==> config.mk <==
export PLATFORM = sky130hd
export DESIGN_NAME = eye_blink_and_gaze_animator_flat
export DESIGN_NICKNAME = d
export VERILOG_FILES = /design/src/rtl/ebga_pkg.sv /design/src/rtl/ebga_ifs.sv /design/src/rtl/ebga_div.sv /design/src/rtl/ebga_ctrl.sv /design/src/rtl/ebga_dp.sv /design/src/rtl/eye_blink_and_gaze_animator.sv /design/src/flat_wrapper.sv
export SDC_FILE = /design/constraint.sdc
export NUM_CORES = 2
export LEC_CHECK = 0
export ABC_CLOCK_PERIOD_IN_PS = 19230
export BUFFER_PORTS_ARGS = -buffer_cell sky130_fd_sc_hd__buf_2
export CAP_MARGIN = 15
export CORE_UTILIZATION = 65
export CTS_CLUSTER_DIAMETER = 40
export DETAILED_ROUTE_END_ITERATION = 12
export MAX_ROUTING_LAYER = met4
export PLACE_DENSITY = 0.95
export SLEW_MARGIN = 25
export SYNTH_ARGS = -nofsm -noshare
export SYNTH_HDL_FRONTEND = slang
export SYNTH_SLANG_ARGS = --single-unit
==> constraint.sdc <==
create_clock -name clk -period 19.23 [get_ports clk]
set_clock_uncertainty 0.2 [all_clocks]
set_input_delay 5.769 -clock clk [delete_from_list [all_inputs] [get_ports clk]]
set_output_delay 5.769 -clock clk [all_outputs]
set_load 0.01 [all_outputs]
==> src/rtl/ebga_pkg.sv <==
// ----------------------------------------------------------------------------
// ebga_pkg
// Shared constants, job codes and control structs of the eye blink and gaze
// animator.
// ----------------------------------------------------------------------------
package ebga_pkg;

  localparam int CFG_NUM   = 7;
  localparam int CFG_IDX_W = 3;
  localparam int WAIT_W    = 17;
  localparam int JOB_W     = 5;

  // register indexes
  localparam logic [CFG_IDX_W-1:0] REG_BLINK_LEN   = 3'd0;
  localparam logic [CFG_IDX_W-1:0] REG_BLINK_BASE  = 3'd1;
  localparam logic [CFG_IDX_W-1:0] REG_BLINK_SPAN  = 3'd2;
  localparam logic [CFG_IDX_W-1:0] REG_WIDE_BASE   = 3'd3;
  localparam logic [CFG_IDX_W-1:0] REG_WIDE_SPAN   = 3'd4;
  localparam logic [CFG_IDX_W-1:0] REG_NARROW_BASE = 3'd5;
  localparam logic [CFG_IDX_W-1:0] REG_NARROW_SPAN = 3'd6;

  localparam logic [15:0] RST_BLINK_LEN   = 16'd150;
  localparam logic [15:0] RST_BLINK_BASE  = 16'd3000;
  localparam logic [15:0] RST_BLINK_SPAN  = 16'd4000;
  localparam logic [15:0] RST_WIDE_BASE   = 16'd2000;
  localparam logic [15:0] RST_WIDE_SPAN   = 16'd4000;
  localparam logic [15:0] RST_NARROW_BASE = 16'd300;
  localparam logic [15:0] RST_NARROW_SPAN = 16'd500;

  localparam logic [15:0] WIDE_RANGE   = 16'd1800;
  localparam logic [15:0] NARROW_RANGE = 16'd200;
  localparam logic [15:0] TGT_DIV      = 16'd1000;
  localparam logic [15:0] SMOOTH_DIV   = 16'd10;

  // (rem - range/2) * 16384 + 500, shifted up by 16384 * 1000 to stay positive
  localparam logic [31:0] WIDE_TGT_OFS   = 32'd1638900;
  localparam logic [31:0] NARROW_TGT_OFS = 32'd14746100;
  localparam logic [15:0] TGT_BIAS       = 16'd16384;
  // d + 5, shifted up by 10 * 10000
  localparam logic [31:0] SMOOTH_OFS     = 32'd100005;
  localparam logic [15:0] SMOOTH_BIAS    = 16'd10000;

  // job sequence of one tick
  localparam logic [JOB_W-1:0] JOB_BLINK_CHK   = 5'd0;
  localparam logic [JOB_W-1:0] JOB_BLINK_WAIT  = 5'd1;
  localparam logic [JOB_W-1:0] JOB_BLINK_F     = 5'd2;
  localparam logic [JOB_W-1:0] JOB_MUL_L       = 5'd3;
  localparam logic [JOB_W-1:0] JOB_MUL_R       = 5'd4;
  localparam logic [JOB_W-1:0] JOB_WIDE_CHK    = 5'd5;
  localparam logic [JOB_W-1:0] JOB_WIDE_WAIT   = 5'd6;
  localparam logic [JOB_W-1:0] JOB_WIDE_X_MOD  = 5'd7;
  localparam logic [JOB_W-1:0] JOB_WIDE_X_TGT  = 5'd8;
  localparam logic [JOB_W-1:0] JOB_WIDE_Y_MOD  = 5'd9;
  localparam logic [JOB_W-1:0] JOB_WIDE_Y_TGT  = 5'd10;
  localparam logic [JOB_W-1:0] JOB_NAR_CHK     = 5'd11;
  localparam logic [JOB_W-1:0] JOB_NAR_WAIT    = 5'd12;
  localparam logic [JOB_W-1:0] JOB_NAR_X_MOD   = 5'd13;
  localparam logic [JOB_W-1:0] JOB_NAR_X_TGT   = 5'd14;
  localparam logic [JOB_W-1:0] JOB_NAR_Y_MOD   = 5'd15;
  localparam logic [JOB_W-1:0] JOB_NAR_Y_TGT   = 5'd16;
  localparam logic [JOB_W-1:0] JOB_SMOOTH_X    = 5'd17;
  localparam logic [JOB_W-1:0] JOB_SMOOTH_Y    = 5'd18;
  localparam logic [JOB_W-1:0] JOB_LAST        = JOB_SMOOTH_Y;

  typedef struct packed {
    logic             latch;
    logic             start;
    logic             apply;
    logic             load_out;
    logic [JOB_W-1:0] job;
  } ebga_cmd_t;

  typedef struct packed {
    logic need;
    logic div_done;
    logic div_busy;
  } ebga_stat_t;

endpackage

==> src/rtl/ebga_ifs.sv <==
// ----------------------------------------------------------------------------
// ebga channel interfaces
// Valid/ready channels for tick words, result words and register writes.
// ----------------------------------------------------------------------------
interface ebga_in_if;
  logic               valid;
  logic               ready;
  logic [31:0]        now_ms;
  logic [15:0]        open_left_in;
  logic [15:0]        open_right_in;
  logic signed [15:0] gaze_x_in;
  logic signed [15:0] gaze_y_in;
  logic [31:0]        rand_blink_gap;
  logic [31:0]        rand_wide_gap;
  logic [31:0]        rand_wide_x;
  logic [31:0]        rand_wide_y;
  logic [31:0]        rand_narrow_gap;
  logic [31:0]        rand_narrow_x;
  logic [31:0]        rand_narrow_y;

  modport source (
    output valid, now_ms, open_left_in, open_right_in, gaze_x_in, gaze_y_in,
           rand_blink_gap, rand_wide_gap, rand_wide_x, rand_wide_y,
           rand_narrow_gap, rand_narrow_x, rand_narrow_y,
    input  ready
  );
  modport sink (
    input  valid, now_ms, open_left_in, open_right_in, gaze_x_in, gaze_y_in,
           rand_blink_gap, rand_wide_gap, rand_wide_x, rand_wide_y,
           rand_narrow_gap, rand_narrow_x, rand_narrow_y,
    output ready
  );
endinterface

interface ebga_out_if;
  logic               valid;
  logic               ready;
  logic [15:0]        open_left_out;
  logic [15:0]        open_right_out;
  logic signed [15:0] gaze_x_out;
  logic signed [15:0] gaze_y_out;

  modport source (
    output valid, open_left_out, open_right_out, gaze_x_out, gaze_y_out,
    input  ready
  );
  modport sink (
    input  valid, open_left_out, open_right_out, gaze_x_out, gaze_y_out,
    output ready
  );
endinterface

interface ebga_cfg_if;
  logic        valid;
  logic        ready;
  logic [2:0]  reg_index;
  logic [15:0] data;

  modport source (output valid, reg_index, data, input ready);
  modport sink (input valid, reg_index, data, output ready);
endinterface

==> src/rtl/ebga_div.sv <==
// ----------------------------------------------------------------------------
// ebga_div
// Restoring divider, 32-bit dividend by 16-bit divisor, four quotient bits
// per cycle.
// ----------------------------------------------------------------------------
module ebga_div (
  input  logic        clk,
  input  logic        rst,
  input  logic        start,
  input  logic [31:0] dividend,
  input  logic [15:0] divisor,
  output logic        busy,
  output logic        done,
  output logic [31:0] quot,
  output logic [15:0] rem
);

  logic [31:0] q;
  logic [15:0] r;
  logic [15:0] d;
  logic [2:0]  cnt;
  logic [31:0] q_next;
  logic [15:0] r_next;

  always_comb begin
    logic [16:0] t;
    q_next = q;
    r_next = r;
    for (int k = 0; k < 4; k++) begin
      t = {r_next, q_next[31]};
      if (t >= {1'b0, d}) begin
        r_next = 16'(t - {1'b0, d});
        q_next = {q_next[30:0], 1'b1};
      end else begin
        r_next = t[15:0];
        q_next = {q_next[30:0], 1'b0};
      end
    end
  end

  always_ff @(posedge clk) begin
    if (rst) begin
      busy <= 1'b0;
      done <= 1'b0;
      cnt  <= '0;
    end else begin
      done <= 1'b0;
      if (start) begin
        busy <= 1'b1;
        cnt  <= '0;
      end else if (busy) begin
        cnt <= cnt + 3'd1;
        if (cnt == '1) begin
          busy <= 1'b0;
          done <= 1'b1;
        end
      end
    end
  end

  always_ff @(posedge clk) begin
    if (start) begin
      q <= dividend;
      r <= '0;
      d <= divisor;
    end else if (busy) begin
      q <= q_next;
      r <= r_next;
    end
  end

  assign quot = q;
  assign rem  = r;

endmodule

==> src/rtl/ebga_ctrl.sv <==
// ----------------------------------------------------------------------------
// ebga_ctrl
// Tick sequencer: walks the job list, starts divisions, hands off results.
// ----------------------------------------------------------------------------
module ebga_ctrl (
  input  logic                clk,
  input  logic                rst,
  input  logic                in_valid,
  output logic                in_ready,
  output logic                out_valid,
  input  logic                out_ready,
  input  ebga_pkg::ebga_stat_t stat,
  output ebga_pkg::ebga_cmd_t  cmd
);

  localparam logic [1:0] S_IDLE = 2'd0;
  localparam logic [1:0] S_EVAL = 2'd1;
  localparam logic [1:0] S_DIV  = 2'd2;
  localparam logic [1:0] S_OUT  = 2'd3;

  logic [1:0]                 state;
  logic [ebga_pkg::JOB_W-1:0] job;

  assign in_ready = (state == S_IDLE);

  always_comb begin
    cmd          = '0;
    cmd.job      = job;
    cmd.latch    = in_valid && in_ready;
    case (state)
      S_EVAL: begin
        cmd.start = stat.need;
        cmd.apply = !stat.need;
      end
      S_DIV: begin
        cmd.apply = stat.div_done;
      end
      S_OUT: begin
        cmd.load_out = !out_valid || out_ready;
      end
      default: begin
      end
    endcase
  end

  always_ff @(posedge clk) begin
    if (rst) begin
      state     <= S_IDLE;
      job       <= '0;
      out_valid <= 1'b0;
    end else begin
      if (cmd.load_out) begin
        out_valid <= 1'b1;
      end else if (out_ready) begin
        out_valid <= 1'b0;
      end
      case (state)
        S_IDLE: begin
          if (cmd.latch) begin
            job   <= ebga_pkg::JOB_BLINK_CHK;
            state <= S_EVAL;
          end
        end
        S_EVAL, S_DIV: begin
          if (cmd.start) begin
            state <= S_DIV;
          end else if (cmd.apply) begin
            if (job == ebga_pkg::JOB_LAST) begin
              state <= S_OUT;
            end else begin
              job   <= job + 5'd1;
              state <= S_EVAL;
            end
          end
        end
        S_OUT: begin
          if (cmd.load_out) begin
            state <= S_IDLE;
          end
        end
        default: begin
          state <= S_IDLE;
        end
      endcase
    end
  end

endmodule

==> src/rtl/ebga_dp.sv <==
// ----------------------------------------------------------------------------
// ebga_dp
// Datapath: registers, timers, gaze targets and offsets, blink scaling and
// the shared divider.
// ----------------------------------------------------------------------------
module ebga_dp (
  input  logic                            clk,
  input  logic                            rst,
  input  ebga_pkg::ebga_cmd_t             cmd,
  output ebga_pkg::ebga_stat_t            stat,
  input  logic                            cfg_we,
  input  logic [ebga_pkg::CFG_IDX_W-1:0]  cfg_index,
  input  logic [15:0]                     cfg_data,
  input  logic [31:0]                     now_ms,
  input  logic [15:0]                     open_left_in,
  input  logic [15:0]                     open_right_in,
  input  logic signed [15:0]              gaze_x_in,
  input  logic signed [15:0]              gaze_y_in,
  input  logic [31:0]                     rand_blink_gap,
  input  logic [31:0]                     rand_wide_gap,
  input  logic [31:0]                     rand_wide_x,
  input  logic [31:0]                     rand_wide_y,
  input  logic [31:0]                     rand_narrow_gap,
  input  logic [31:0]                     rand_narrow_x,
  input  logic [31:0]                     rand_narrow_y,
  output logic [15:0]                     open_left_out,
  output logic [15:0]                     open_right_out,
  output logic signed [15:0]              gaze_x_out,
  output logic signed [15:0]              gaze_y_out
);

  localparam int WW = ebga_pkg::WAIT_W;

  logic [15:0] cfg_reg [ebga_pkg::CFG_NUM];

  // latched tick word
  logic [31:0]        now;
  logic [15:0]        ol, orr;
  logic signed [15:0] gx, gy;
  logic [31:0]        r_bg, r_wg, r_wx, r_wy, r_ng, r_nx, r_ny;

  // timer and gaze state
  logic [31:0]        bstart, wtime, ntime;
  logic [WW-1:0]      bwait, wwait, nwait;
  logic               blinking, bfire, wfire, nfire, scale;
  logic [15:0]        f, tmp;
  logic signed [15:0] wtgt [2];
  logic signed [15:0] ntgt [2];
  logic signed [15:0] wsm [2];
  logic signed [15:0] nsm [2];

  // divider
  logic        div_busy, div_done;
  logic [31:0] div_dividend, quot;
  logic [15:0] div_divisor, rem;
  logic        need;

  logic [31:0] el_b, el_w, el_n;
  logic        e_lt_len;
  logic [16:0] twice, len17, dist17;
  logic        sel;
  logic signed [16:0] wd, nd, nd1;
  logic [15:0] mul_a;
  logic [31:0] prod;
  logic signed [17:0] sum_x, sum_y;

  function automatic logic [WW-1:0] wait_sum(input logic [15:0] base,
                                             input logic [15:0] span,
                                             input logic [15:0] r);
    logic [15:0] spread;
    spread   = (span == '0) ? '0 : r;
    wait_sum = {1'b0, base} + {1'b0, spread};
  endfunction

  function automatic logic signed [15:0] sat16(input logic signed [17:0] v);
    if (v > 18'sd32767) begin
      sat16 = 16'sh7fff;
    end else if (v < -18'sd32768) begin
      sat16 = -16'sh8000;
    end else begin
      sat16 = v[15:0];
    end
  endfunction

  ebga_div u_div (
    .clk      (clk),
    .rst      (rst),
    .start    (cmd.start),
    .dividend (div_dividend),
    .divisor  (div_divisor),
    .busy     (div_busy),
    .done     (div_done),
    .quot     (quot),
    .rem      (rem)
  );

  assign el_b = now - bstart;
  assign el_w = now - wtime;
  assign el_n = now - ntime;

  // triangle factor operands, only used while e < length
  assign e_lt_len = el_b < {16'd0, cfg_reg[ebga_pkg::REG_BLINK_LEN]};
  assign twice    = {el_b[15:0], 1'b0};
  assign len17    = {1'b0, cfg_reg[ebga_pkg::REG_BLINK_LEN]};
  assign dist17   = (twice < len17) ? (len17 - twice) : (twice - len17);

  assign sel = (cmd.job == ebga_pkg::JOB_SMOOTH_Y);
  assign wd  = {wtgt[sel][15], wtgt[sel]} - {wsm[sel][15], wsm[sel]};
  assign nd  = {ntgt[sel][15], ntgt[sel]} - {nsm[sel][15], nsm[sel]};
  assign nd1 = nd + 17'sd1;

  assign mul_a = (cmd.job == ebga_pkg::JOB_MUL_R) ? orr : ol;
  assign prod  = mul_a * f;

  assign sum_x = 18'(gx) + 18'(wsm[0]) + 18'(nsm[0]);
  assign sum_y = 18'(gy) + 18'(wsm[1]) + 18'(nsm[1]);

  always_comb begin
    need         = 1'b0;
    div_dividend = '0;
    div_divisor  = ebga_pkg::SMOOTH_DIV;
    case (cmd.job)
      ebga_pkg::JOB_BLINK_WAIT: begin
        need         = bfire && (cfg_reg[ebga_pkg::REG_BLINK_SPAN] != '0);
        div_dividend = r_bg;
        div_divisor  = cfg_reg[ebga_pkg::REG_BLINK_SPAN];
      end
      ebga_pkg::JOB_BLINK_F: begin
        need         = blinking && e_lt_len;
        div_dividend = {1'b0, dist17[15:0], 15'd0};
        div_divisor  = cfg_reg[ebga_pkg::REG_BLINK_LEN];
      end
      ebga_pkg::JOB_WIDE_WAIT: begin
        need         = wfire && (cfg_reg[ebga_pkg::REG_WIDE_SPAN] != '0);
        div_dividend = r_wg;
        div_divisor  = cfg_reg[ebga_pkg::REG_WIDE_SPAN];
      end
      ebga_pkg::JOB_WIDE_X_MOD, ebga_pkg::JOB_WIDE_Y_MOD: begin
        need         = wfire;
        div_dividend = (cmd.job == ebga_pkg::JOB_WIDE_X_MOD) ? r_wx : r_wy;
        div_divisor  = ebga_pkg::WIDE_RANGE;
      end
      ebga_pkg::JOB_WIDE_X_TGT, ebga_pkg::JOB_WIDE_Y_TGT: begin
        need         = wfire;
        div_dividend = {2'd0, tmp, 14'd0} + ebga_pkg::WIDE_TGT_OFS;
        div_divisor  = ebga_pkg::TGT_DIV;
      end
      ebga_pkg::JOB_NAR_WAIT: begin
        need         = nfire && (cfg_reg[ebga_pkg::REG_NARROW_SPAN] != '0);
        div_dividend = r_ng;
        div_divisor  = cfg_reg[ebga_pkg::REG_NARROW_SPAN];
      end
      ebga_pkg::JOB_NAR_X_MOD, ebga_pkg::JOB_NAR_Y_MOD: begin
        need         = nfire;
        div_dividend = (cmd.job == ebga_pkg::JOB_NAR_X_MOD) ? r_nx : r_ny;
        div_divisor  = ebga_pkg::NARROW_RANGE;
      end
      ebga_pkg::JOB_NAR_X_TGT, ebga_pkg::JOB_NAR_Y_TGT: begin
        need         = nfire;
        div_dividend = {2'd0, tmp, 14'd0} + ebga_pkg::NARROW_TGT_OFS;
        div_divisor  = ebga_pkg::TGT_DIV;
      end
      ebga_pkg::JOB_SMOOTH_X, ebga_pkg::JOB_SMOOTH_Y: begin
        need         = 1'b1;
        div_dividend = {{15{wd[16]}}, wd} + ebga_pkg::SMOOTH_OFS;
        div_divisor  = ebga_pkg::SMOOTH_DIV;
      end
      default: begin
      end
    endcase
  end

  assign stat.need     = need;
  assign stat.div_done = div_done;
  assign stat.div_busy = div_busy;

  // register file
  always_ff @(posedge clk) begin
    if (rst) begin
      cfg_reg[ebga_pkg::REG_BLINK_LEN]   <= ebga_pkg::RST_BLINK_LEN;
      cfg_reg[ebga_pkg::REG_BLINK_BASE]  <= ebga_pkg::RST_BLINK_BASE;
      cfg_reg[ebga_pkg::REG_BLINK_SPAN]  <= ebga_pkg::RST_BLINK_SPAN;
      cfg_reg[ebga_pkg::REG_WIDE_BASE]   <= ebga_pkg::RST_WIDE_BASE;
      cfg_reg[ebga_pkg::REG_WIDE_SPAN]   <= ebga_pkg::RST_WIDE_SPAN;
      cfg_reg[ebga_pkg::REG_NARROW_BASE] <= ebga_pkg::RST_NARROW_BASE;
      cfg_reg[ebga_pkg::REG_NARROW_SPAN] <= ebga_pkg::RST_NARROW_SPAN;
    end else if (cfg_we && (cfg_index < 3'(ebga_pkg::CFG_NUM))) begin
      cfg_reg[cfg_index] <= cfg_data;
    end
  end

  // tick word and results
  always_ff @(posedge clk) begin
    if (cmd.latch) begin
      now  <= now_ms;
      ol   <= open_left_in;
      orr  <= open_right_in;
      gx   <= gaze_x_in;
      gy   <= gaze_y_in;
      r_bg <= rand_blink_gap;
      r_wg <= rand_wide_gap;
      r_wx <= rand_wide_x;
      r_wy <= rand_wide_y;
      r_ng <= rand_narrow_gap;
      r_nx <= rand_narrow_x;
      r_ny <= rand_narrow_y;
    end else if (cmd.apply && scale && (cmd.job == ebga_pkg::JOB_MUL_L)) begin
      ol <= prod[30:15];
    end else if (cmd.apply && scale && (cmd.job == ebga_pkg::JOB_MUL_R)) begin
      orr <= prod[30:15];
    end
    if (cmd.load_out) begin
      open_left_out  <= ol;
      open_right_out <= orr;
      gaze_x_out     <= sat16(sum_x);
      gaze_y_out     <= sat16(sum_y);
    end
    if (cmd.apply && (cmd.job == ebga_pkg::JOB_BLINK_F)) begin
      f <= quot[15:0];
    end
    if (cmd.apply && (cmd.job == ebga_pkg::JOB_WIDE_X_MOD || cmd.job == ebga_pkg::JOB_WIDE_Y_MOD
        || cmd.job == ebga_pkg::JOB_NAR_X_MOD || cmd.job == ebga_pkg::JOB_NAR_Y_MOD)) begin
      tmp <= rem;
    end
  end

  // timers, targets and offsets
  always_ff @(posedge clk) begin
    if (rst) begin
      bstart   <= '0;
      bwait    <= '0;
      blinking <= 1'b0;
      wtime    <= '0;
      wwait    <= '0;
      ntime    <= '0;
      nwait    <= '0;
      bfire    <= 1'b0;
      wfire    <= 1'b0;
      nfire    <= 1'b0;
      scale    <= 1'b0;
      for (int i = 0; i < 2; i++) begin
        wtgt[i] <= '0;
        ntgt[i] <= '0;
        wsm[i]  <= '0;
        nsm[i]  <= '0;
      end
    end else if (cmd.apply) begin
      case (cmd.job)
        ebga_pkg::JOB_BLINK_CHK: begin
          bfire <= !blinking && (el_b > {15'd0, bwait});
          if (!blinking && (el_b > {15'd0, bwait})) begin
            blinking <= 1'b1;
            bstart   <= now;
          end
        end
        ebga_pkg::JOB_BLINK_WAIT: begin
          if (bfire) begin
            bwait <= wait_sum(cfg_reg[ebga_pkg::REG_BLINK_BASE],
                              cfg_reg[ebga_pkg::REG_BLINK_SPAN], rem);
          end
        end
        ebga_pkg::JOB_BLINK_F: begin
          scale <= blinking && e_lt_len;
          if (blinking && !e_lt_len) begin
            blinking <= 1'b0;
          end
        end
        ebga_pkg::JOB_WIDE_CHK: begin
          wfire <= el_w > {15'd0, wwait};
          if (el_w > {15'd0, wwait}) begin
            wtime <= now;
          end
        end
        ebga_pkg::JOB_WIDE_WAIT: begin
          if (wfire) begin
            wwait <= wait_sum(cfg_reg[ebga_pkg::REG_WIDE_BASE],
                              cfg_reg[ebga_pkg::REG_WIDE_SPAN], rem);
          end
        end
        ebga_pkg::JOB_WIDE_X_TGT: begin
          if (wfire) wtgt[0] <= quot[15:0] - ebga_pkg::TGT_BIAS;
        end
        ebga_pkg::JOB_WIDE_Y_TGT: begin
          if (wfire) wtgt[1] <= quot[15:0] - ebga_pkg::TGT_BIAS;
        end
        ebga_pkg::JOB_NAR_CHK: begin
          nfire <= el_n > {15'd0, nwait};
          if (el_n > {15'd0, nwait}) begin
            ntime <= now;
          end
        end
        ebga_pkg::JOB_NAR_WAIT: begin
          if (nfire) begin
            nwait <= wait_sum(cfg_reg[ebga_pkg::REG_NARROW_BASE],
                              cfg_reg[ebga_pkg::REG_NARROW_SPAN], rem);
          end
        end
        ebga_pkg::JOB_NAR_X_TGT: begin
          if (nfire) ntgt[0] <= quot[15:0] - ebga_pkg::TGT_BIAS;
        end
        ebga_pkg::JOB_NAR_Y_TGT: begin
          if (nfire) ntgt[1] <= quot[15:0] - ebga_pkg::TGT_BIAS;
        end
        ebga_pkg::JOB_SMOOTH_X, ebga_pkg::JOB_SMOOTH_Y: begin
          // wide step is round(d/10), narrow step is round(d/2)
          wsm[sel] <= wsm[sel] + (quot[15:0] - ebga_pkg::SMOOTH_BIAS);
          nsm[sel] <= nsm[sel] + nd1[16:1];
        end
        default: begin
        end
      endcase
    end
  end

endmodule

==> src/rtl/eye_blink_and_gaze_animator.sv <==
// ----------------------------------------------------------------------------
// eye_blink_and_gaze_animator
// Per-tick blink scaling of eye openness and random wide/narrow gaze offsets.
// ----------------------------------------------------------------------------
// One tick word in, one result word out. Every tick runs the two offset
// smoothing divisions; further divisions are added one while a blink runs,
// one more when a blink starts, and five for each gaze timer that fires.
// All divisions of a tick run in turn through the single shared divider,
// which retires four quotient bits per cycle. A new tick word is taken
// while the previous result still waits at the output.
module eye_blink_and_gaze_animator (
  input  logic       clk,
  input  logic       rst,
  ebga_in_if.sink    item,
  ebga_out_if.source result,
  ebga_cfg_if.sink   cfg
);

  ebga_pkg::ebga_cmd_t  cmd;
  ebga_pkg::ebga_stat_t stat;

  assign cfg.ready = 1'b1;

  ebga_ctrl u_ctrl (
    .clk       (clk),
    .rst       (rst),
    .in_valid  (item.valid),
    .in_ready  (item.ready),
    .out_valid (result.valid),
    .out_ready (result.ready),
    .stat      (stat),
    .cmd       (cmd)
  );

  ebga_dp u_dp (
    .clk             (clk),
    .rst             (rst),
    .cmd             (cmd),
    .stat            (stat),
    .cfg_we          (cfg.valid),
    .cfg_index       (cfg.reg_index),
    .cfg_data        (cfg.data),
    .now_ms          (item.now_ms),
    .open_left_in    (item.open_left_in),
    .open_right_in   (item.open_right_in),
    .gaze_x_in       (item.gaze_x_in),
    .gaze_y_in       (item.gaze_y_in),
    .rand_blink_gap  (item.rand_blink_gap),
    .rand_wide_gap   (item.rand_wide_gap),
    .rand_wide_x     (item.rand_wide_x),
    .rand_wide_y     (item.rand_wide_y),
    .rand_narrow_gap (item.rand_narrow_gap),
    .rand_narrow_x   (item.rand_narrow_x),
    .rand_narrow_y   (item.rand_narrow_y),
    .open_left_out   (result.open_left_out),
    .open_right_out  (result.open_right_out),
    .gaze_x_out      (result.gaze_x_out),
    .gaze_y_out      (result.gaze_y_out)
  );

`ifndef SYNTHESIS
  a_start_when_free: assert property (@(posedge clk) disable iff (rst)
    cmd.start |-> !stat.div_busy) else $error("divider restarted while busy");

  a_no_take_while_div: assert property (@(posedge clk) disable iff (rst)
    item.ready |-> !stat.div_busy) else $error("tick word taken mid division");

  a_load_free: assert property (@(posedge clk) disable iff (rst)
    cmd.load_out |-> (!result.valid || result.ready))
    else $error("result word overwritten before taken");
`endif

endmodule
==> src/flat_wrapper.sv <==
// flat-port wrapper written by rule: the top's interface ports become plain ports
module eye_blink_and_gaze_animator_flat 
  (clk, rst, item_valid, item_now_ms, item_open_left_in, item_open_right_in, item_gaze_x_in, item_gaze_y_in, item_rand_blink_gap, item_rand_wide_gap, item_rand_wide_x, item_rand_wide_y, item_rand_narrow_gap, item_rand_narrow_x, item_rand_narrow_y, item_ready, result_valid, result_open_left_out, result_open_right_out, result_gaze_x_out, result_gaze_y_out, result_ready, cfg_valid, cfg_reg_index, cfg_data, cfg_ready);
  ebga_in_if item_i ();
  ebga_out_if result_i ();
  ebga_cfg_if cfg_i ();
  input  logic clk;
  input  logic rst;
  input wire logic [$bits(item_i.valid)-1:0] item_valid;
  input wire logic [$bits(item_i.now_ms)-1:0] item_now_ms;
  input wire logic [$bits(item_i.open_left_in)-1:0] item_open_left_in;
  input wire logic [$bits(item_i.open_right_in)-1:0] item_open_right_in;
  input wire logic [$bits(item_i.gaze_x_in)-1:0] item_gaze_x_in;
  input wire logic [$bits(item_i.gaze_y_in)-1:0] item_gaze_y_in;
  input wire logic [$bits(item_i.rand_blink_gap)-1:0] item_rand_blink_gap;
  input wire logic [$bits(item_i.rand_wide_gap)-1:0] item_rand_wide_gap;
  input wire logic [$bits(item_i.rand_wide_x)-1:0] item_rand_wide_x;
  input wire logic [$bits(item_i.rand_wide_y)-1:0] item_rand_wide_y;
  input wire logic [$bits(item_i.rand_narrow_gap)-1:0] item_rand_narrow_gap;
  input wire logic [$bits(item_i.rand_narrow_x)-1:0] item_rand_narrow_x;
  input wire logic [$bits(item_i.rand_narrow_y)-1:0] item_rand_narrow_y;
  output wire logic [$bits(item_i.ready)-1:0] item_ready;
  output wire logic [$bits(result_i.valid)-1:0] result_valid;
  output wire logic [$bits(result_i.open_left_out)-1:0] result_open_left_out;
  output wire logic [$bits(result_i.open_right_out)-1:0] result_open_right_out;
  output wire logic [$bits(result_i.gaze_x_out)-1:0] result_gaze_x_out;
  output wire logic [$bits(result_i.gaze_y_out)-1:0] result_gaze_y_out;
  input wire logic [$bits(result_i.ready)-1:0] result_ready;
  input wire logic [$bits(cfg_i.valid)-1:0] cfg_valid;
  input wire logic [$bits(cfg_i.reg_index)-1:0] cfg_reg_index;
  input wire logic [$bits(cfg_i.data)-1:0] cfg_data;
  output wire logic [$bits(cfg_i.ready)-1:0] cfg_ready;
  assign item_i.valid = item_valid;
  assign item_i.now_ms = item_now_ms;
  assign item_i.open_left_in = item_open_left_in;
  assign item_i.open_right_in = item_open_right_in;
  assign item_i.gaze_x_in = item_gaze_x_in;
  assign item_i.gaze_y_in = item_gaze_y_in;
  assign item_i.rand_blink_gap = item_rand_blink_gap;
  assign item_i.rand_wide_gap = item_rand_wide_gap;
  assign item_i.rand_wide_x = item_rand_wide_x;
  assign item_i.rand_wide_y = item_rand_wide_y;
  assign item_i.rand_narrow_gap = item_rand_narrow_gap;
  assign item_i.rand_narrow_x = item_rand_narrow_x;
  assign item_i.rand_narrow_y = item_rand_narrow_y;
  assign item_ready = item_i.ready;
  assign result_valid = result_i.valid;
  assign result_open_left_out = result_i.open_left_out;
  assign result_open_right_out = result_i.open_right_out;
  assign result_gaze_x_out = result_i.gaze_x_out;
  assign result_gaze_y_out = result_i.gaze_y_out;
  assign result_i.ready = result_ready;
  assign cfg_i.valid = cfg_valid;
  assign cfg_i.reg_index = cfg_reg_index;
  assign cfg_i.data = cfg_data;
  assign cfg_ready = cfg_i.ready;
  eye_blink_and_gaze_animator u_core (.clk(clk), .rst(rst), .item(item_i), .result(result_i), .cfg(cfg_i));
endmodule
---- Yosys cells after proc, flatten, opt, wreduce, memory -nomap -nowiden ----
Memory sizes are Yosys's and may differ from the RTL's.
Cells that the tools add are included.
storage, ports and cells
  flip-flop bits (word level) ............. 645
  bits in writable memories ............... 240
  input port bits ......................... 344
  logic and storage cells ................. 275
  memories kept ........................... 5
memories
  memory               depth  width  read ports  clocked after Yosys merged registers in  wr ports  RTL line       source
  u_core.u_dp.cfg_reg  7      16     7           0                                        7         ebga_dp.sv:34  logic [15:0] cfg_reg [ebga_pkg::CFG_NUM];
  u_core.u_dp.nsm      2      16     3           0                                        2         ebga_dp.sv:50  logic signed [15:0] nsm [2];
  u_core.u_dp.ntgt     2      16     1           0                                        2         ebga_dp.sv:48  logic signed [15:0] ntgt [2];
  u_core.u_dp.wsm      2      16     3           0                                        2         ebga_dp.sv:49  logic signed [15:0] wsm [2];
  u_core.u_dp.wtgt     2      16     1           0                                        2         ebga_dp.sv:47  logic signed [15:0] wtgt [2];
operators by class
  add/sub/neg operators ................... 28
  multiply operators ...................... 1
  magnitude comparators ................... 14
  equal/unequal tests ..................... 31
  multiplexer cells ....................... 90
  bitwise logic cells ..................... 5
  reduce and logical (&&, ||, !) cells .... 63
operator list
  operator                                                                            number
  16-bit 2-to-1 mux                                                                   23
  32-bit one-hot mux with 9 select lines                                              1
  32-bit 2-to-1 mux                                                                   4
  16-bit one-hot mux with 7 select lines                                              1
  32-bit by 17-bit greater-than comparator with 1-bit output                          3
  16-bit subtractor                                                                   6
  32-bit subtractor                                                                   3
  16-bit by 16-bit adder with 17-bit output                                           5
  17-bit by 16-bit >= comparator with 1-bit output                                    4
  16-bit logical NOT                                                                  3
  16-bit nonzero test                                                                 3
  16-bit OR reduction                                                                 3
  1-bit 2-to-1 mux                                                                    46
  5-bit by 4-bit == test with 1-bit output (second input constant)                    8
  17-bit by 16-bit adder with 18-bit output                                           2
  18-bit by 16-bit greater-than comparator with 1-bit output (second input constant)  2
  18-bit by 16-bit less-than comparator with 1-bit output (second input constant)     2
  16-bit by 16-bit subtractor with 17-bit output                                      2
  16-bit adder                                                                        2
  32-bit by 16-bit less-than comparator with 1-bit output                             1
  30-bit by 21-bit adder with 31-bit output (second input constant)                   1
  30-bit by 24-bit adder with 31-bit output (second input constant)                   1
  16-bit by 16-bit multiplier with 31-bit output                                      1
  3-bit AND reduction                                                                 7
  other kinds (39)                                                                    98

---- Logic depth before layout (Yosys ltp) ----
  depth in word-level cells ............... 11
  mapped depth ............................ 50

---- Cells and area by module ----
Synthesis repeated with hierarchy kept, for this count alone.
unflattened totals
  cell total of the unflattened synthesis .. 6,135
  area total of the unflattened synthesis .. 62,222.2 µm²
by module, submodules not included
  module                       times used  cells each  area each (µm²)
  ebga_dp                      1           5,412       55,350.6
  ebga_div                     1           663         6,331.1
  ebga_ctrl                    1           58          529.3
  eye_blink_and_gaze_animator  1           2           11.3

---- Least setup slack after synthesis ----
No wires, ideal clock.
  path kind ............................... input to register
  start point ............................. in item_valid
  end point ............................... reg u_core.u_dp.gx[0], enable pin
  library setup time ...................... 764 ps
  data arrival time ....................... 14,033 ps
  setup slack ............................. 4,233 ps
  stages on the path ...................... 3
  buffers on the path ..................... 1
  cell sequence ........................... nand2_1 clkinv_1 clkbuf_1
RTL lines
  element                 RTL line           source
  start: declaration      flat_wrapper.sv:9  input wire logic [$bits(item_i.valid)-1:0] item_valid;
  end signal: assignment  ebga_dp.sv:198     gx <= gaze_x_in;
  end: declaration        ebga_dp.sv:39      logic signed [15:0] gx, gy;

---- Final worst setup path ----
  start point ............................. reg u_core.u_dp.u_div.d[1]
  end point ............................... reg u_core.u_dp.u_div.r[15] (netlist: u_core.u_dp.u_div.rem[15])
on the way
  longest elaborated chain between the ends .. 8
  elaborated cells between the ends (all ways) .. 12
RTL lines
  element                                                                                       RTL line                        source
  start: declaration                                                                            ebga_div.sv:20                  logic [15:0] d;
  start signal: assignment                                                                      ebga_div.sv:65                  d <= divisor;
  16-bit subtractor / 17-bit by 16-bit >= comparator with 1-bit output (equally long branches)  ebga_div.sv:32, ebga_div.sv:31
  16-bit 2-to-1 mux                                                                             ebga_div.sv:31                  if (t >= {1'b0, d}) begin
  16-bit subtractor / 17-bit by 16-bit >= comparator with 1-bit output (equally long branches)  ebga_div.sv:32, ebga_div.sv:31
  16-bit 2-to-1 mux                                                                             ebga_div.sv:31
  16-bit subtractor / 17-bit by 16-bit >= comparator with 1-bit output (equally long branches)  ebga_div.sv:32, ebga_div.sv:31
  16-bit 2-to-1 mux                                                                             ebga_div.sv:31
  16-bit subtractor / 17-bit by 16-bit >= comparator with 1-bit output (equally long branches)  ebga_div.sv:32, ebga_div.sv:31
  16-bit 2-to-1 mux (*)                                                                         ebga_div.sv:31
  end signal: assignment                                                                        ebga_div.sv:68                  r <= r_next;
  end: declaration                                                                              ebga_div.sv:19                  logic [15:0] r;
Mark *: on every way between the ends. The rest lies on a longest branch, timed or not.
A chain may end at the register's enable or synchronous reset.

==> metrics.txt <==
worst path bufs/invs=5; Root Buffer=clkbuf_16; Yosys top cell area share=roughly a third; Max stage delay cell, worst path=a31oi_4; # port buffers=approximately 410; Die Span X=a little over 300 um; WL final=between 150,000 and 200,000 um; global-route wire length before repair=290,000 um; Cell Rows=around 110; HP Class=reg -> reg; DRC violation total after the first TritonRoute iteration=around 6,700; clock buffer depth=3; count of cell types in the netlist=about 100; GRT Overall Usage=41.8%; status=finished, final reports clean; vias in the first global route=slightly above 50,000; crit share post-route=68.3%; EDFF count, synth=688; max FFs per register=112; Area contributors post-synth=edfxtp_1 34%, ha_1 11%, fa_1 8.0%; total CTS buffers=135; Syn-to-layout area delta=13.2%; area of the multi-input gates=32,900 um2; H-tree Lvls=4; post-CTS sizing=0; cell area after layout=approximately 68,000 um2; Nets=approximately 7,500; Synth Register Bits=just under 900; slowest stage delay, CP=about 0.68 ns; first-pass iteration count of the detailed router=10; setup violators final=0; fillcell total=~5,700; Cells after Synth=~6,000; Top FF cell, synth=edfxtp_1; most frequent cells in the layout=760 x nand2_1, 688 x edfxtp_1, 622 x inv_1; CP Capture Type=flip-flop; Critical Path RT=just under 20 ns; final hold viol count=0; WP data arrival=about 14 ns; most common cell after layout, fill and taps aside=nand2_1; core footprint=between 90,000 and 100,000 um2; Critical Path Source Type=flip-flop; FMAX=between 0.07 and 0.08 GHz; share of cells above drive strength 1=between 10 and 15%; Max FO, Critical Path=24; final core occ=between 70% and 80%; Vias/cell=between 6 and 7; grt ovf=0; initial antenna violation count=28; worst-margin pin slew=around 1.2 ns; CP Class=reg -> reg; Chip Height=between 300 and 400 um; clk_lat worst skew=around 0.76 ns; DRT antenna net count=0; Placer Congestion=a little under 1; post-CTS setup buffers=0; WL/cell=roughly 25 um; number of remaining DRC errors=0; CTS tree=yes; Ys Warns=0; Synth area leader=edfxtp_1; setup tns final=0 ns; Worst-path clk slew=around 0.050 ns; vias post-DR=50,300; Tmin final=around 13 ns; Async SR Flop Fraction=0%; Syn Area/Cell=approximately 10 um2; sequential area share after synthesis=about 41%; largest net degree at the start of global routing=105; placed inst area=around 64,000 um2; MaxCap Viol Count=0; CP top delay family=compound AO/OA/AOI/OAI gates; # clock sinks=885; unrepaired setup endpoints after global routing=false; die area=roughly 94,000 um2; Post-CTS Hold Buffers=0; dpl hpwl=138,000 um; Rel. slew slack=~22%; Max Slew Vio Count=0; register area=approximately 25,000 um2; Post-Syn Area=about 60,000 um2; Starting Density=65.8%; Syn Nets=just over 7,000; # IOs=~400
[worst paths after layout]
kind,startpoint,to,slack [ns],cells after the start
min,u_core.u_dp.bstart[19],u_core.u_dp.bstart[19],0.25,2
max reg2reg,u_core.u_dp.u_div.d[1],u_core.u_dp.u_div.rem[15],6.09,45
max,u_core.u_dp.u_div.d[1],u_core.u_dp.u_div.rem[15],6.09,45
min reg2reg,u_core.u_dp.bstart[19],u_core.u_dp.bstart[19],0.25,2
[per-stage QoR]
step | instances | setup WS, ns | hold slack [ns]
floorplan | 5974 | 4.23 | 0.220
global placement | 7487 | 6.45 | 0.224
detailed placement | 7487 | 6.54 | 0.234
CTS | 7726 | 6.41 | 0.241
global route | 7755 | 5.30 | 0.246
finish | 7760 | 6.09 | 0.252
[cell usage after synthesis, types with 24 or more instances]
library cell  count
nand2_1         763
nor2_1          355
a22oi_1          61
and2_1          178
nand2b_1         47
xor2_1           96
a21o_1          106
mux2_2           58
nor2b_1          61
clkbuf_1        166
a211oi_1         40
and3_1           41
nor3_1           72
o21ai_1          41
mux2i_1         197
o21bai_1         49
o211ai_1         25
a21oi_1         338
dfxtp_1         197
o21a_1           43
a222oi_1         25
edfxtp_1        688
fa_1            242
ha_1            555
nand4_1          51
a31oi_1          24
inv_1           622
a221oi_1         28
o21ai_0         180
xnor2_1         166
nor4_1           29
nand3_1         100
[layer usage]
metal  up-vias  GRT usage (%)  part of all wire (%)
li1      21900              -                     -
met1     23900           46.9                    34
met2      3496           65.3                    46
met3      1043           11.9                    12
met4         0           27.9                   7.6
met5         -              -                     0
[logic make-up (layout without fill, tap and decap cells)]
group                      count (synthesis)  count (layout)  synth area share (%)
DFF                                      885             885                  40.7
other                                      1              33               0.00620
muxes                                    257             257                  4.38
xor gates and xnor gates                 262             262                  3.79
buffers and inverters                    825            1336                  5.22
adders and majority gates                797             797                  19.5
AOI/OAI and AO/OA                       1170            1170                  12.9
and+or+nand+nor                         1777            1777                  13.5
[area by class of cell]
class	count	share of cell area [%]
Multi-Input combinational cell	4264	48.0
Sequential cell	885	35.9
Clock buffer	156	5.19
Timing Repair Buffer	471	3.68
Inverter	626	3.45
Tap cell	1243	2.27
Clock inverter	83	1.32
Antenna cell	32	0.117
[worst reg2reg max path: cells and delay by family, from the launching register on]
family          cells  cell delay [ns]
compound gates     24             7.68
simple gates       11             1.96
fa+ha+maj           4             1.30
buf+inv             5             0.97
flops               1             0.46
mux                 1             0.46
Power is left out: the tool's default activity adds up to more than one toggle a clock period on the data nets, which glitch-free logic cannot reach.
